File: src/rtl/rmcc_pkg.sv
`timescale 1ns / 1ps
`default_nettype none

package rmcc_pkg;

  localparam int unsigned NumRefs         = 7;
  localparam int unsigned ChanW           = 8;
  localparam int unsigned RefW            = 3 * ChanW;
  localparam int unsigned SumW            = 20;
  localparam int unsigned CntW            = 13;
  localparam int unsigned MaxRegionPixels = 4096;
  localparam int unsigned DistBound       = 10000;
  localparam int unsigned DistW           = 18;
  localparam int unsigned AddrW           = 5;
  localparam int unsigned DataW           = 32;

  typedef enum logic [2:0] {
    REG_DARK    = 3'd0,
    REG_UNKNOWN = 3'd1,
    REG_BLUE    = 3'd2,
    REG_GREEN   = 3'd3,
    REG_ORANGE  = 3'd4,
    REG_RED     = 3'd5,
    REG_WHITE   = 3'd6,
    REG_YELLOW  = 3'd7
  } reg_idx_e;

  typedef enum logic [2:0] {
    COLOR_UNKNOWN = 3'd0,
    COLOR_BLUE    = 3'd1,
    COLOR_GREEN   = 3'd2,
    COLOR_ORANGE  = 3'd3,
    COLOR_RED     = 3'd4,
    COLOR_WHITE   = 3'd5,
    COLOR_YELLOW  = 3'd6
  } color_e;

  localparam logic [ChanW-1:0] DarkLevelRst = 8'd70;

  // Packed as ch2 in the top byte, ch0 in the bottom byte.
  localparam logic [RefW-1:0] RefRst [NumRefs] = '{
    24'h4B4B4B, 24'h328CFA, 24'h00CD23, 24'hFA8200,
    24'hFA0000, 24'hF0F0F0, 24'hE6E600
  };

  typedef struct packed {
    logic [ChanW-1:0]              dark_level;
    logic [NumRefs-1:0][RefW-1:0]  refs;
  } cfg_t;

endpackage

`default_nettype wire

File: src/rtl/rmcc_pix_if.sv
`timescale 1ns / 1ps
`default_nettype none

interface rmcc_pix_if;
  logic       valid;
  logic       ready;
  logic [7:0] chan0;
  logic [7:0] chan1;
  logic [7:0] chan2;
  logic       region_end;

  modport source (output valid, chan0, chan1, chan2, region_end, input ready);
  modport sink (input valid, chan0, chan1, chan2, region_end, output ready);
endinterface

`default_nettype wire

File: src/rtl/rmcc_res_if.sv
`timescale 1ns / 1ps
`default_nettype none

interface rmcc_res_if;
  logic       valid;
  logic       ready;
  logic [2:0] color_code;
  logic [7:0] mean0;
  logic [7:0] mean1;
  logic [7:0] mean2;

  modport source (output valid, color_code, mean0, mean1, mean2, input ready);
  modport sink (input valid, color_code, mean0, mean1, mean2, output ready);
endinterface

`default_nettype wire

File: src/rtl/rmcc_regs.sv
`timescale 1ns / 1ps
`default_nettype none

module rmcc_regs import rmcc_pkg::*; (
  input  logic             clk_i,
  input  logic             rst_ni,
  input  logic             psel,
  input  logic             penable,
  input  logic             pwrite,
  input  logic [AddrW-1:0] paddr,
  input  logic [DataW-1:0] pwdata,
  output logic [DataW-1:0] prdata,
  output logic             pready,
  output cfg_t             cfg_o
);

  logic [ChanW-1:0] dark_q;
  logic [RefW-1:0]  refs_q [NumRefs];
  reg_idx_e         idx;
  logic [2:0]       ref_sel;
  logic             wr_en;

  assign idx     = reg_idx_e'(paddr[AddrW-1:2]);
  assign ref_sel = 3'(idx) - 3'd1;
  assign wr_en   = psel && penable && pwrite;
  assign pready  = 1'b1;

  always_ff @(posedge clk_i or negedge rst_ni) begin
    if (!rst_ni) begin
      dark_q <= DarkLevelRst;
      for (int k = 0; k < NumRefs; k++) begin
        refs_q[k] <= RefRst[k];
      end
    end else if (wr_en) begin
      if (idx == REG_DARK) begin
        dark_q <= pwdata[ChanW-1:0];
      end else begin
        refs_q[ref_sel] <= pwdata[RefW-1:0];
      end
    end
  end

  always_comb begin
    if (idx == REG_DARK) begin
      prdata = DataW'(dark_q);
    end else begin
      prdata = DataW'(refs_q[ref_sel]);
    end
  end

  always_comb begin
    cfg_o.dark_level = dark_q;
    for (int k = 0; k < NumRefs; k++) begin
      cfg_o.refs[k] = refs_q[k];
    end
  end

endmodule

`default_nettype wire

File: src/rtl/region_mean_color_classifier.sv
// Pixels that do not end a region are taken one per cycle.
// A region-end word runs one shared subtract/compare and one 8x8 multiplier through
// restoring division of each channel sum (ST_DIV), then distance accumulation over
// every channel of every reference (ST_CLS, cut short if dark), then loads the output
// register (ST_OUT); input is held off until then, longer while a previous result stalls.
// Reset (rst_ni low, asynchronous) clears sums, count and handshake, and loads defaults.
`timescale 1ns / 1ps
`default_nettype none

module region_mean_color_classifier import rmcc_pkg::*; (
  input  logic             clk_i,
  input  logic             rst_ni,
  rmcc_pix_if.sink         in_i,
  rmcc_res_if.source       out_o,
  input  logic             psel,
  input  logic             penable,
  input  logic             pwrite,
  input  logic [AddrW-1:0] paddr,
  input  logic [DataW-1:0] pwdata,
  output logic [DataW-1:0] prdata,
  output logic             pready
);

  typedef enum logic [3:0] {
    ST_IDLE = 4'b0001,
    ST_DIV  = 4'b0010,
    ST_CLS  = 4'b0100,
    ST_OUT  = 4'b1000
  } state_e;

  cfg_t cfg;

  rmcc_regs u_regs (
    .clk_i   (clk_i),
    .rst_ni  (rst_ni),
    .psel    (psel),
    .penable (penable),
    .pwrite  (pwrite),
    .paddr   (paddr),
    .pwdata  (pwdata),
    .prdata  (prdata),
    .pready  (pready),
    .cfg_o   (cfg)
  );

  state_e           state_q;
  logic [SumW-1:0]  sum_q [3];
  logic [CntW-1:0]  cnt_q;
  logic [1:0]       chan_q;
  logic [2:0]       bit_q;
  logic [2:0]       refi_q;
  logic [SumW-1:0]  rem_q;
  logic [ChanW-1:0] mean_q [3];
  logic [DistW-1:0] acc_q;
  logic [DistW-1:0] best_q;
  color_e           code_q;
  logic             out_valid_q;
  logic [2:0]       out_code_q;
  logic [ChanW-1:0] out_mean_q [3];

  logic             in_acc;
  logic             room;
  logic [SumW-1:0]  rem_in;
  logic [SumW-1:0]  dsr;
  logic [SumW:0]    trial;
  logic             fit;
  logic [ChanW-1:0] m_sel;
  logic [ChanW-1:0] r_sel;
  logic [ChanW-1:0] diff;
  logic [2*ChanW-1:0] sq;
  logic [DistW-1:0] dist_sum;
  logic             dark;
  logic             out_free;
  logic             out_load;

  assign in_i.ready = (state_q == ST_IDLE);
  assign in_acc     = in_i.valid && in_i.ready;
  assign room       = (cnt_q < CntW'(MaxRegionPixels));
  assign out_free   = !out_valid_q || out_o.ready;
  assign out_load   = (state_q == ST_OUT) && out_free;

  // Restoring division: the quotient always fits 8 bits because every
  // channel sum is below 256 times the count.
  assign rem_in = (bit_q == 3'd7) ? sum_q[chan_q] : rem_q;
  assign dsr    = SumW'(cnt_q) << bit_q;
  assign trial  = {1'b0, rem_in} - {1'b0, dsr};
  assign fit    = !trial[SumW];

  // One channel of one reference distance per cycle.
  assign m_sel    = mean_q[chan_q];
  assign r_sel    = cfg.refs[refi_q][{chan_q, 3'b000} +: ChanW];
  assign diff     = (m_sel >= r_sel) ? (m_sel - r_sel) : (r_sel - m_sel);
  assign sq       = diff * diff;
  assign dist_sum = acc_q + DistW'(sq);
  assign dark     = (mean_q[0] < cfg.dark_level) && (mean_q[1] < cfg.dark_level) &&
                    (mean_q[2] < cfg.dark_level);

  always_ff @(posedge clk_i or negedge rst_ni) begin
    if (!rst_ni) begin
      state_q     <= ST_IDLE;
      sum_q[0]    <= '0;
      sum_q[1]    <= '0;
      sum_q[2]    <= '0;
      cnt_q       <= '0;
      chan_q      <= '0;
      bit_q       <= 3'd7;
      refi_q      <= '0;
      out_valid_q <= 1'b0;
    end else begin
      if (out_load) begin
        out_valid_q <= 1'b1;
      end else if (out_o.valid && out_o.ready) begin
        out_valid_q <= 1'b0;
      end
      case (state_q)
        ST_IDLE: begin
          if (in_acc) begin
            if (room) begin
              sum_q[0] <= sum_q[0] + SumW'(in_i.chan0);
              sum_q[1] <= sum_q[1] + SumW'(in_i.chan1);
              sum_q[2] <= sum_q[2] + SumW'(in_i.chan2);
              cnt_q    <= cnt_q + CntW'(1);
            end
            if (in_i.region_end) begin
              state_q <= ST_DIV;
            end
          end
        end
        ST_DIV: begin
          bit_q <= bit_q - 3'd1;
          if (bit_q == 3'd0) begin
            if (chan_q == 2'd2) begin
              chan_q   <= '0;
              refi_q   <= '0;
              sum_q[0] <= '0;
              sum_q[1] <= '0;
              sum_q[2] <= '0;
              cnt_q    <= '0;
              state_q  <= ST_CLS;
            end else begin
              chan_q <= chan_q + 2'd1;
            end
          end
        end
        ST_CLS: begin
          if (refi_q == 3'd0 && chan_q == 2'd0 && dark) begin
            state_q <= ST_OUT;
          end else if (chan_q == 2'd2) begin
            chan_q <= '0;
            if (refi_q == 3'(NumRefs - 1)) begin
              refi_q  <= '0;
              state_q <= ST_OUT;
            end else begin
              refi_q <= refi_q + 3'd1;
            end
          end else begin
            chan_q <= chan_q + 2'd1;
          end
        end
        ST_OUT: begin
          if (out_free) begin
            state_q <= ST_IDLE;
          end
        end
        default: begin
          state_q <= ST_IDLE;
        end
      endcase
    end
  end

  // Datapath registers, no reset needed.
  always_ff @(posedge clk_i) begin
    if (state_q == ST_DIV) begin
      rem_q                 <= fit ? trial[SumW-1:0] : rem_in;
      mean_q[chan_q][bit_q] <= fit;
      acc_q                 <= '0;
      best_q                <= DistW'(DistBound);
      code_q                <= COLOR_UNKNOWN;
    end
    if (state_q == ST_CLS) begin
      if (chan_q == 2'd2) begin
        acc_q <= '0;
        if (dist_sum < best_q) begin
          best_q <= dist_sum;
          code_q <= color_e'(refi_q);
        end
      end else begin
        acc_q <= dist_sum;
      end
    end
    if (out_load) begin
      out_code_q    <= code_q;
      out_mean_q[0] <= mean_q[0];
      out_mean_q[1] <= mean_q[1];
      out_mean_q[2] <= mean_q[2];
    end
  end

  assign out_o.valid      = out_valid_q;
  assign out_o.color_code = out_code_q;
  assign out_o.mean0      = out_mean_q[0];
  assign out_o.mean1      = out_mean_q[1];
  assign out_o.mean2      = out_mean_q[2];

endmodule

`default_nettype wire

File: src/flat_wrapper.sv
// flat-port wrapper written by rule: the top's interface ports become plain ports
module region_mean_color_classifier_flat import rmcc_pkg::*;
  (clk_i, rst_ni, psel, penable, pwrite, paddr, pwdata, prdata, pready, in_i_valid, in_i_chan0, in_i_chan1, in_i_chan2, in_i_region_end, in_i_ready, out_o_valid, out_o_color_code, out_o_mean0, out_o_mean1, out_o_mean2, out_o_ready);
  rmcc_pix_if in_i_i ();
  rmcc_res_if out_o_i ();
  input  logic clk_i;
  input  logic rst_ni;
  input  logic psel;
  input  logic penable;
  input  logic pwrite;
  input  logic [AddrW-1:0] paddr;
  input  logic [DataW-1:0] pwdata;
  output logic [DataW-1:0] prdata;
  output logic pready;
  input wire logic [$bits(in_i_i.valid)-1:0] in_i_valid;
  input wire logic [$bits(in_i_i.chan0)-1:0] in_i_chan0;
  input wire logic [$bits(in_i_i.chan1)-1:0] in_i_chan1;
  input wire logic [$bits(in_i_i.chan2)-1:0] in_i_chan2;
  input wire logic [$bits(in_i_i.region_end)-1:0] in_i_region_end;
  output wire logic [$bits(in_i_i.ready)-1:0] in_i_ready;
  output wire logic [$bits(out_o_i.valid)-1:0] out_o_valid;
  output wire logic [$bits(out_o_i.color_code)-1:0] out_o_color_code;
  output wire logic [$bits(out_o_i.mean0)-1:0] out_o_mean0;
  output wire logic [$bits(out_o_i.mean1)-1:0] out_o_mean1;
  output wire logic [$bits(out_o_i.mean2)-1:0] out_o_mean2;
  input wire logic [$bits(out_o_i.ready)-1:0] out_o_ready;
  assign in_i_i.valid = in_i_valid;
  assign in_i_i.chan0 = in_i_chan0;
  assign in_i_i.chan1 = in_i_chan1;
  assign in_i_i.chan2 = in_i_chan2;
  assign in_i_i.region_end = in_i_region_end;
  assign in_i_ready = in_i_i.ready;
  assign out_o_valid = out_o_i.valid;
  assign out_o_color_code = out_o_i.color_code;
  assign out_o_mean0 = out_o_i.mean0;
  assign out_o_mean1 = out_o_i.mean1;
  assign out_o_mean2 = out_o_i.mean2;
  assign out_o_i.ready = out_o_ready;
  region_mean_color_classifier u_core (.clk_i(clk_i), .rst_ni(rst_ni), .in_i(in_i_i), .out_o(out_o_i), .psel(psel), .penable(penable), .pwrite(pwrite), .paddr(paddr), .pwdata(pwdata), .prdata(prdata), .pready(pready));
endmodule
File: config.mk
export PLATFORM = sky130hd
export DESIGN_NAME = region_mean_color_classifier_flat
export DESIGN_NICKNAME = d
export VERILOG_FILES = /design/src/rtl/rmcc_pkg.sv /design/src/rtl/rmcc_pix_if.sv /design/src/rtl/rmcc_res_if.sv /design/src/rtl/rmcc_regs.sv /design/src/rtl/region_mean_color_classifier.sv /design/src/flat_wrapper.sv
export SDC_FILE = /design/constraint.sdc
export NUM_CORES = 1
export LEC_CHECK = 0
export BUFFER_PORTS_ARGS = -buffer_cell sky130_fd_sc_hd__buf_2
export CAP_MARGIN = 20
export CORE_ASPECT_RATIO = 1.4
export CORE_UTILIZATION = 41
export DETAILED_ROUTE_END_ITERATION = 10
export PLACE_DENSITY = 0.7
export SETUP_SLACK_MARGIN = 0.2
export SLEW_MARGIN = 20
export SYNTH_ARGS = -nofsm -noshare
export SYNTH_HDL_FRONTEND = slang
export SYNTH_HIERARCHICAL = 1
export SYNTH_SLANG_ARGS = --single-unit
File: constraint.sdc
create_clock -name clk_i -period 9.25 [get_ports clk_i]
set_input_delay 1.3875 -clock clk_i [delete_from_list [all_inputs] [get_ports clk_i]]
set_output_delay 1.3875 -clock clk_i [all_outputs]
set_load 0.005 [all_outputs]
==> summary.txt, run 1 <==
Min path
  – Worst hold-check path type: flip-flop to flip-flop

Drt
  – Final WL: 70,500 µm
  – Detailed-router iteration count before antenna repair: 5
  – 1st-iter DRT viols: 1,316
  – Via/cell ratio: 5.72
  – Detailed-route DRC error count: 0
  – Detail Route Antenna Nets: 0
  – Via Count: 19,200
  – Average routed wire per standard cell: 21.0 µm

Synthesis
  – Ys async rst share: 68.9%
  – Cell area after synthesis: 0.0247 mm²
  – Fraction of the yosys area taken by sequential cells: 40.3%
  – Synth cell types: 91
  – Most used flip-flop cell after synthesis: dfrtp_1
  – Post-synthesis sequential element count: 380
  – Average cell area after synthesis: 10.6 µm²
  – Yosys synthesis warning count: 6
  – Number of enable flip-flop cells after synthesis: 97
  – Gate count of the mapped netlist: 2,334

GRT
  – Grt met1 use: 24.9%
  – Number of global-route vias before repair: 20,200
  – GRT Residual Overflow: 0
  – Met2 usage: 41.5%
  – Initial antenna violation count: 4
  – Maximum number of pins on one net before global-route repair: 185
  – First-pass GRT wire length: 109,000 µm
  – Most Used Layer, Global Route: met2
  – Total track usage: 22.7%
  – Met3 capacity usage during global routing: 3.10%

Placed design
  – Dpl hpwl: 49,200 µm
  – IO Port Bufs: 111
  – # placed instances: 3,236
  – Routability congestion estimate from global placement: 0.901

Timing
  – Time the final worst path needs with I/O delays and setup: 8.94 ns
  – Pin slew with the least headroom to its limit: 1.21 ns
  – Hold Violations, Final: 0
  – RSZ-0062 raised after global routing: true
  – Highest clock frequency the design can meet: 112 MHz
  – Final count of negative-setup-slack endpoints: 0
  – Pins Over Slew Limit: 0
  – Share of the clock period used by the worst path after layout: 96.6%
  – Setup clock skew after layout: 0.0535 ns
  – Worst slew slack as a fraction of its limit: 18.6%

Clock network
  – Maximum count of clock buffers along a single path: 3
  – Clock tree from TritonCTS: done
  – Total CTS buffers: 42
  – Clk Latency, worst-skew pair: 0.61 ns
  – CTS clk-pin slew, worst paths: 0.06 ns
  – TritonCTS sink count: 380
  – Number of H-tree branching levels: 2
  – Cell chosen for the clock root: clkbuf_16

Worst setup path
  – Worst-path maximum fanout: 7
  – Arrival time reported for the critical path endpoint: 9.38 ns
  – Data required time of the critical path: 9.69 ns
  – Nature of the critical path startpoint: flip-flop
  – Critical path endpoint category: flip-flop
  – Slowest-stage cell, CP: or4b_4
  – Path type of the worst setup path: flip-flop to flip-flop
  – Largest stage delay on the critical path: 0.53 ns

Run status
  – Status: complete, no violations

Final layout
  – Layout overhead on the synthesized area: 19.5%
  – Fraction of layout cells with a size suffix above 1: 33.2%
  – Number of nets in the finished design: 2,815
  – Number of standard cells in the final layout excluding fillers: 3,351

Die
  – Area of the die: 0.0614 mm²
  – I/O pins: 131
  – Number of rows in the core area: 106
  – Chip Width: 210 µm
  – Die height: 293 µm
  – Core footprint: 0.0597 mm²
  – Initial standard-cell utilization of the core: 41.5%

Flow run
  – Max-cap viol count: 0
## metal layers
metal  routed length [µm]  vias up
met4                 3930        2
met3                 3430      191
met2                36900      625
met5                   12        -
li1                     -     8785
met1                26200     9556
## flip-flops by register name (all words and copies together) (netlist names)
name,flops
u_core/u_regs/cfg_o,168
u_core/sum_q,60
u_core/mean_q,32
u_core/out_mean_q,24
u_core/rem_q,20
u_core/acc_q,18
u_core/best_q,18
u_core/cnt_q,13
u_core/u_regs/dark_q,8
u_core/state_q,4
u_core/bit_q,3
u_core/code_q,3
u_core/out_o.color_code,3
u_core/refi_q,3
u_core/chan_q,2
u_core/out_o.valid,1
## cells by family after synthesis
| family | Yosys count | synth area share, % |
|---|---|---|
| adders and majority gates | 188 | 10.8 |
| xor gates and xnor gates | 86 | 3.04 |
| and+or+nand+nor | 625 | 11.9 |
| AOI/OAI and AO/OA | 401 | 10.6 |
| muxes | 350 | 18.2 |
| other | 2 | 0.0303 |
| DFF | 380 | 40.3 |
| buffers and inverters | 302 | 5.11 |
## critical path: cells and delay by family (launching register included)
family | cells | cell delay, ns
adder cells (fa/ha/maj) | 7 | 2.81
AO/OA/AOI/OAI | 7 | 1.35
flip-flops | 1 | 0.48
buffers and inverters | 14 | 1.58
XOR/XNOR | 1 | 0.18
AND/OR/NAND/NOR | 10 | 1.71
multiplexers | 2 | 0.63
## cell usage in the layout (no fill, tap or decap), types with 21 or more instances in the layout
cell	instances
nor2_1	203
o21ai_0	100
mux2i_1	78
buf_6	21
a221oi_1	32
buf_4	156
ha_1	128
mux2_2	180
nor3_1	47
dfstp_2	75
mux4_2	46
inv_1	162
and3_1	23
clkbuf_16	42
mux2_4	43
xor2_1	32
buf_2	110
nand3_1	26
xnor2_1	49
fa_1	36
nand4_1	23
a21oi_1	90
dfxtp_1	21
nand2_1	161
dfrtp_1	184
a21o_1	25
edfxtp_1	97
## per-stage QoR
step                      setup slack, ns  hold slack, ns  setup TNS (ns)  instance area (µm²)  util [%]
after floorplan                    0.0717           0.408               0                24800         -
after global routing              -0.0364           0.487         -0.0889                29600      49.6
final                               0.312           0.462               0                29600      49.6
after global placement             -0.139           0.440           -2.34                26900      45.1
after CTS                           0.202           0.462               0                28800      48.3
after detailed placement           -0.262           0.454           -4.56                26900      45.1
## repair_timing
| action | 4_1_cts | 5_1_grt |
|---|---|---|
| setup endpoints to repair | 21 | 21 |
| setup buffers | 16 | 17 |
| gates resized for setup | 72 | 127 |
| pin swaps | 36 | 72 |
| gates cloned | 1 | 0 |
| hold buffers | 0 | 0 |
## cell usage after synthesis (23+ instances only)
cell type  instances  area share, %
mux2_2           183            8.3
a221oi_1          38            1.3
xnor2_1           51            1.8
mux2i_1           81            3.3
nand3_1           29           0.59
a21oi_1          101            2.0
nor2_1           225            3.4
a21o_1            25           0.76
ha_1             145            7.3
nand2_1          163            2.5
edfxtp_1          97             12
inv_1            174            2.6
dfrtp_1          187             19
mux2_4            40            2.4
nor2b_1           23           0.58
and3_1            24           0.61
nor3_1            60            1.2
o21ai_0          106            2.1
xor2_1            35            1.2
clkbuf_1          69            1.0
nand4_1           23           0.58
fa_1              43            3.5
dfstp_2           75            8.0
mux4_2            46            4.2
## cell type report
| type | count | area (µm²) |
|---|---|---|
| inverters | 178 | 671 |
| well taps | 756 | 946 |
| fillers | 5250 | 30100 |
| diodes | 3 | 7.51 |
| flip-flops and latches | 380 | 9990 |
| clock buffers | 59 | 1140 |
| clock inverters | 19 | 268 |
| repair buffers | 297 | 2150 |
| multi-input cells | 1659 | 14400 |
## path summary, 6_finish.rpt
kind | start | endpoint | slack (ns) | depth (start not counted)
setup / recovery | u_core/refi_q[0] | u_core/best_q[4] | 0.31 | 41
hold / removal | u_core/best_q[2] | u_core/best_q[2] | 0.46 | 2
setup reg to reg | u_core/refi_q[0] | u_core/best_q[4] | 0.31 | 41
hold reg to reg | u_core/best_q[2] | u_core/best_q[2] | 0.46 | 2
max in group asynchronous | rst_ni | u_core/refi_q[1] | 6.88 | 2
min in group asynchronous | rst_ni | u_core/sum_q[2] | 0.78 | 1
Power of run 1 is not shown: default switching activity piles up to over one toggle a cycle in this logic, so the estimate is an artifact.
==> run 2, diff against run 1 <==
- SETUP_SLACK_MARGIN: 0.2 -> 0.4
==> summary.txt, run 2 (synthesis results as in run 1) <==
Drt
  – 1st-iter DRT viols: 1,528 (was 1,316)
  – Detailed-route DRC error count: 0 (unchanged)
  – Detailed-router iteration count before antenna repair: 5 (unchanged)
  – Final WL: 70,600 µm (was 70,500 µm)
  – Via Count: 19,200 (about the same)
  – Average routed wire per standard cell: 21.0 µm (about the same)
  – Detail Route Antenna Nets: 0 (unchanged)
  – Via/cell ratio: 5.73 (was 5.72)

Timing
  – Time the final worst path needs with I/O delays and setup: 9.04 ns (was 8.94 ns)
  – Hold Violations, Final: 0 (unchanged)
  – Share of the clock period used by the worst path after layout: 97.7% (was 96.6%)
  – Highest clock frequency the design can meet: 111 MHz (was 112 MHz)
  – Pins Over Slew Limit: 0 (unchanged)
  – Setup clock skew after layout: 0.0594 ns (was 0.0535 ns)
  – Worst slew slack as a fraction of its limit: 23.2% (was 18.6%)
  – Pin slew with the least headroom to its limit: 1.15 ns (was 1.21 ns)
  – RSZ-0062 raised after global routing: true (unchanged)
  – Final count of negative-setup-slack endpoints: 0 (unchanged)
  – Worst Setup Slack, final: 0.212 ns (was 0.312 ns)

Placed design
  – Routability congestion estimate from global placement: 0.917 (was 0.901)
  – Post-Place Worst Slack: -0.383 ns (was -0.262 ns)
  – # placed instances: 3,235 (was 3,236)
  – Dpl hpwl: 48,800 µm (was 49,200 µm)
  – IO Port Bufs: 111 (unchanged)

Worst setup path
  – Slowest-stage cell, CP: mux4_2 (was or4b_4)
  – Largest stage delay on the critical path: 0.52 ns (was 0.53 ns)
  – Nature of the critical path startpoint: flip-flop (unchanged)
  – Path type of the worst setup path: flip-flop to flip-flop (unchanged)
  – Data required time of the critical path: 9.69 ns (about the same)
  – Cell repeated most along the worst path: buf_6
  – Worst-path maximum fanout: 7 (unchanged)
  – Critical path endpoint category: flip-flop (unchanged)
  – Arrival time reported for the critical path endpoint: 9.48 ns (was 9.38 ns)

Final layout
  – Layout Utilization: 49.5% (was 49.6%)
  – Fraction of layout cells with a size suffix above 1: 32.8% (was 33.2%)
  – Combined area of the multi-input logic cells: 0.0143 mm² (was 0.0144 mm²)
  – Layout overhead on the synthesized area: 19.4% (was 19.5%)
  – Commonest non-fill, non-tap cell in the layout: nor2_1 (unchanged)
  – Number of nets in the finished design: 2,823 (was 2,815)
  – Most frequent cells in the layout: 209 x nor2_1, 184 x dfrtp_1, 182 x mux2_2, 163 x buf_4, 162 x nand2_1 (was 203 x nor2_1, 184 x dfrtp_1, 180 x mux2_2, 162 x inv_1, 161 x nand2_1)
  – Register area: 0.00999 mm² (about the same)
  – Diode count: 0 (was 3)
  – Largest register FFs: 168 (unchanged)
  – Number of fillers in the final layout: 5,266 (was 5,250)
  – Number of standard cells in the final layout excluding fillers: 3,356 (was 3,351)

Die
  – Core footprint: 0.0597 mm² (unchanged)
  – I/O pins: 131 (unchanged)
  – Die height: 293 µm (unchanged)
  – Area of the die: 0.0614 mm² (unchanged)
  – Chip Width: 210 µm (unchanged)
  – Initial standard-cell utilization of the core: 41.5% (unchanged)
  – Number of rows in the core area: 106 (unchanged)

GRT
  – Maximum number of pins on one net before global-route repair: 101 (was 185)
  – Total track usage: 23.0% (was 22.7%)
  – Grt met1 use: 25.8% (was 24.9%)
  – Met3 capacity usage during global routing: 3.36% (was 3.10%)
  – Initial antenna violation count: 1 (was 4)
  – Number of global-route vias before repair: 20,200 (about the same)
  – GRT Residual Overflow: 0 (unchanged)
  – First-pass GRT wire length: 111,000 µm (was 109,000 µm)
  – Met2 usage: 41.8% (was 41.5%)
  – Most Used Layer, Global Route: met2 (unchanged)

Flow run
  – Max-cap viol count: 0 (unchanged)

Clock network
  – TritonCTS sink count: 380 (unchanged)
  – Cell chosen for the clock root: clkbuf_16 (unchanged)
  – CTS clk-pin slew, worst paths: 0.06 ns (about the same)
  – Maximum count of clock buffers along a single path: 3 (unchanged)
  – Total CTS buffers: 42 (unchanged)
  – Number of H-tree branching levels: 2 (unchanged)
  – Clock tree from TritonCTS: done (unchanged)
  – Clk Latency, worst-skew pair: 0.61 ns (about the same)

Run status
  – Status: complete, no violations (unchanged)

Min path
  – Worst hold-check path type: flip-flop to flip-flop (unchanged)
run 2: cell count changes in the layout (fill, tap and decap cells not counted), sizes merged:
| cell | previous run | this run |
|---|---|---|
| buf | 297 | 305 |
| bufinv | 4 | 0 |
| clkbuf | 59 | 64 |
| clkinv | 14 | 13 |
| clkinvlp | 2 | 1 |
| diode | 3 | 0 |
| inv | 177 | 178 |
run 2: per-stage QoR:
step           cell area (µm²)  hold WS, ns  setup TNS (ns)
2_1_floorplan            24800        0.408               0
3_3_place_gp             27000        0.440           -4.79
3_5_place_dp             27000        0.452           -7.34
4_1_cts                  29300        0.460               0
5_1_grt                  29600        0.478           -2.16
6_report                 29600        0.457               0
run 2: worst paths after layout:
path / startpoint / end / slack, ns / cells after the start
worst min register to register: u_core/best_q[16] / u_core/best_q[16] / 0.46 / 2
max in group asynchronous: rst_ni / u_core/u_regs/cfg_o[63] / 7.04 / 3
worst max-delay path: u_core/refi_q[0] / u_core/best_q[5] / 0.21 / 41
min in group asynchronous: rst_ni / u_core/sum_q[4] / 0.85 / 1
worst min-delay path: u_core/best_q[16] / u_core/best_q[16] / 0.46 / 2
worst max register to register: u_core/refi_q[0] / u_core/best_q[5] / 0.21 / 41
run 2: what timing repair did:
item / in CTS / in global routing
cloned: 1 / 0
gates resized for setup: 138 / 31
endpoints found under the setup margin: 21 / 21
pin swaps: 68 / 54
buffers inserted: 34 / 7
hold buffers: 0 / 0
run 2: cell type report:
class                   instances  share of cell area (%)
clock buffers                  64                    4.21
clock inverters                14                   0.470
inverters                     178                    2.27
multi-input cells            1659                    48.5
flip-flops and latches        380                    33.8
well taps                     756                    3.20
repair buffers                305                    7.57
run 2: critical path, delay by kind of cell, from the launching register on:
| family | cells | cell delay (ns) |
|---|---|---|
| and+or+nand+nor | 8 | 1.28 |
| buffers and inverters | 13 | 1.38 |
| xor gates and xnor gates | 1 | 0.17 |
| AOI/OAI and AO/OA | 7 | 1.31 |
| muxes | 4 | 1.18 |
| DFF | 1 | 0.44 |
| adders and majority gates | 8 | 3.09 |
run 2: per-layer routing:
metal,up-vias,wire length [µm]
li1,8793,-
met1,9621,26400
met2,611,37000
met3,195,3400
met4,2,3720
met5,-,13
Power of run 2 is left out for the same reason.
==> run 3, diff against run 2 <==
- ABC_AREA: unset -> 1
==> summary.txt, run 3 <==
Worst setup path
  – Nature of the critical path startpoint: flip-flop (unchanged)
  – Worst-path maximum fanout: 9 (was 7)
  – Slowest-stage cell, CP: fa_1 (was mux4_2)
  – Arrival time reported for the critical path endpoint: 8.82 ns (was 9.48 ns)
  – Critical path endpoint category: flip-flop (unchanged)
  – Cell repeated most along the worst path: nand2_1 (was buf_6)
  – Path type of the worst setup path: flip-flop to flip-flop (unchanged)
  – Largest stage delay on the critical path: 0.53 ns (was 0.52 ns)
  – Data required time of the critical path: 9.74 ns (was 9.69 ns)

GRT
  – Maximum number of pins on one net before global-route repair: 174 (was 101)
  – Initial antenna violation count: 10 (was 1)
  – Number of global-route vias before repair: 23,400 (was 20,200)
  – GRT Residual Overflow: 0 (unchanged)
  – First-pass GRT wire length: 126,000 µm (was 111,000 µm)
  – Total track usage: 24.3% (was 23.0%)

Clock network
  – Number of H-tree branching levels: 2 (unchanged)
  – Clk Latency, worst-skew pair: 0.61 ns (about the same)
  – Clock tree from TritonCTS: done (unchanged)
  – Maximum count of clock buffers along a single path: 3 (unchanged)
  – TritonCTS sink count: 380 (unchanged)
  – Cell chosen for the clock root: clkbuf_16 (unchanged)
  – Total CTS buffers: 44 (was 42)
  – CTS clk-pin slew, worst paths: 0.06 ns (about the same)
  – Count of hold-fix buffers inserted at cts: 0 (unchanged)

Die
  – Area of the die: 0.0660 mm² (was 0.0614 mm²)
  – Die height: 304 µm (was 293 µm)
  – Core footprint: 0.0643 mm² (was 0.0597 mm²)
  – I/O pins: 131 (unchanged)
  – Initial standard-cell utilization of the core: 41.4% (was 41.5%)
  – Number of rows in the core area: 110 (was 106)
  – Chip Width: 217 µm (was 210 µm)

Synthesis
  – Most used flip-flop cell after synthesis: dfrtp_1 (unchanged)
  – Largest cells by area after synthesis: dfrtp_1 18%, nand2_1 17%, edfxtp_1 11% (was dfrtp_1 19%, edfxtp_1 12%, mux2_2 8.3%)
  – Synth cell types: 61 (was 91)
  – Most common cell in the synthesized netlist: nand2_1 (was nor2_1)
  – Cell area after synthesis: 0.0266 mm² (was 0.0247 mm²)
  – Post-synthesis sequential element count: 380 (unchanged)
  – Synth top cells by count: 1,210 x nand2_1, 439 x inv_1, 271 x nor2_1 (was 225 x nor2_1, 187 x dfrtp_1, 183 x mux2_2)
  – Number of enable flip-flop cells after synthesis: 97 (unchanged)
  – Yosys synthesis warning count: 6 (unchanged)
  – Gate count of the mapped netlist: 3,664 (was 2,334)
  – Average cell area after synthesis: 7.27 µm² (was 10.6 µm²)
  – Cell type with the highest aggregate area in the netlist: dfrtp_1 (unchanged)
  – Fraction of the yosys area taken by sequential cells: 37.5% (was 40.3%)
  – Share of the synthesized area in the top cell type: 17.6% (was 18.9%)
  – Ys async rst share: 68.9% (unchanged)

Drt
  – Via Count: 24,600 (was 19,200)
  – 1st-iter DRT viols: 2,204 (was 1,528)
  – Average routed wire per standard cell: 17.4 µm (was 21.0 µm)
  – Final WL: 80,200 µm (was 70,600 µm)
  – Via/cell ratio: 5.36 (was 5.73)
  – Detailed-router iteration count before antenna repair: 6 (was 5)
  – Detail Route Antenna Nets: 0 (unchanged)
  – Detailed-route DRC error count: 0 (unchanged)

Timing
  – Final sum of negative setup slack: 0 ns (unchanged)
  – Hold Violations, Final: 0 (unchanged)
  – Pins Over Slew Limit: 0 (unchanged)
  – RSZ-0062 raised after global routing: false (was true)
  – Share of the clock period used by the worst path after layout: 90.1% (was 97.7%)
  – Worst Setup Slack, final: 0.918 ns (was 0.212 ns)
  – Setup clock skew after layout: 0.0389 ns (was 0.0594 ns)
  – Time the final worst path needs with I/O delays and setup: 8.33 ns (was 9.04 ns)
  – Worst slew slack as a fraction of its limit: 27.5% (was 23.2%)
  – Final count of negative-setup-slack endpoints: 0 (unchanged)
  – Highest clock frequency the design can meet: 120 MHz (was 111 MHz)
  – Pin slew with the least headroom to its limit: 1.08 ns (was 1.15 ns)

Final layout
  – Number of nets in the finished design: 3,976 (was 2,823)
  – Most frequent cells in the layout: 1,206 x nand2_1, 437 x inv_1, 261 x nor2_1, 213 x nand3_1, 208 x o21ai_0 (was 209 x nor2_1, 184 x dfrtp_1, 182 x mux2_2, 163 x buf_4, 162 x nand2_1)
  – Number of standard cells in the final layout excluding fillers: 4,601 (was 3,356)
  – Largest register FFs: 168 (unchanged)
  – Number of fillers in the final layout: 6,413 (was 5,266)
  – Fraction of layout cells with a size suffix above 1: 11.0% (was 32.8%)
  – Commonest non-fill, non-tap cell in the layout: nand2_1 (was nor2_1)
  – Layout overhead on the synthesized area: 10.9% (was 19.4%)

Min path
  – Worst hold-check path type: flip-flop to flip-flop (unchanged)

Run status
  – Status: complete, no violations (unchanged)

Placed design
  – Dpl hpwl: 55,400 µm (was 48,800 µm)
  – # placed instances: 4,500 (was 3,235)
  – IO Port Bufs: 111 (unchanged)
  – Routability congestion estimate from global placement: 0.923 (was 0.917)
  – Post-Place Worst Slack: 0.313 ns (was -0.383 ns)

Flow run
  – Max-cap viol count: 0 (unchanged)
==> run 3: cell types whose count changed after synthesis, moves of 93 or more <==
cell,previous run,this run
o21ai_0,106,211
mux2_2,183,0
nand2_1,163,1210
inv_1,174,439
nand3_1,29,213
o21ai_1,4,97
==> run 3: worst max-delay path, delay by kind of cell, from the launching register on <==
kind | cells | cell delay, ns
flops | 1 | 0.34
simple gates | 25 | 2.67
compound gates | 3 | 0.83
buf+inv | 9 | 1.07
fa+ha+maj | 8 | 3.31
==> run 3: worst paths after layout <==
path,depth (start not counted),slack (ns),end,startpoint
min reg2reg,0,0.43,u_core/out_o.color_code[0],u_core/code_q[0]
max reg2reg,45,0.92,u_core/best_q[8],u_core/refi_q[0]
min,0,0.43,u_core/out_o.color_code[0],u_core/code_q[0]
min in group asynchronous,1,0.78,u_core/sum_q[27],rst_ni
max in group asynchronous,2,6.96,u_core/u_regs/cfg_o[13],rst_ni
max,45,0.92,u_core/best_q[8],u_core/refi_q[0]
==> run 3: area by class of cell <==
cell class	instances	area (µm²)	area share, %
clock buffers	61	1250	4.25
repair buffers	170	1070	3.64
clock inverters	21	289	0.979
inverters	453	1710	5.78
multi-input cells	2670	14200	47.9
diodes	6	15.0	0.0508
flip-flops and latches	380	9980	33.8
well taps	840	1050	3.56
==> run 3: layer usage <==
metal  global-route usage [%]  wire [µm]  up-vias
met5                        0         13        -
met4                     12.8       3950        2
met3                     3.02       4860      197
met2                     43.2      40000      846
met1                     28.7      31300    11600
li1                         -          -    12000
==> run 3: cell families (layout without fill, tap and decap cells) <==
group | Yosys count | in the layout | synth area share (%)
xor gates and xnor gates | 36 | 36 | 1.18
other | 2 | 15 | 0.0282
DFF | 380 | 380 | 37.5
adders and majority gates | 188 | 188 | 10.0
muxes | 1 | 1 | 0.0376
AOI/OAI and AO/OA | 595 | 595 | 12.7
buffers and inverters | 621 | 705 | 9.76
and+or+nand+nor | 1841 | 1841 | 28.8
==> run 3: metrics by stage <==
| step | hold slack, ns | utilization [%] | instance area [µm²] |
|---|---|---|---|
| detailed placement | 0.418 | 43.2 | 27800 |
| CTS | 0.421 | 45.7 | 29300 |
| global placement | 0.411 | 43.2 | 27800 |
| global route | 0.439 | 45.9 | 29500 |
| floorplan | 0.408 | - | 26600 |
| finish | 0.427 | 45.9 | 29500 |
==> run 3: repair_timing <==
action	in CTS	in global routing
resized for setup	2	22
endpoints found under the setup margin	21	21
cloned	0	0
pin swaps	0	2
buffers inserted	0	12
Power of run 3 is left out for the same reason.
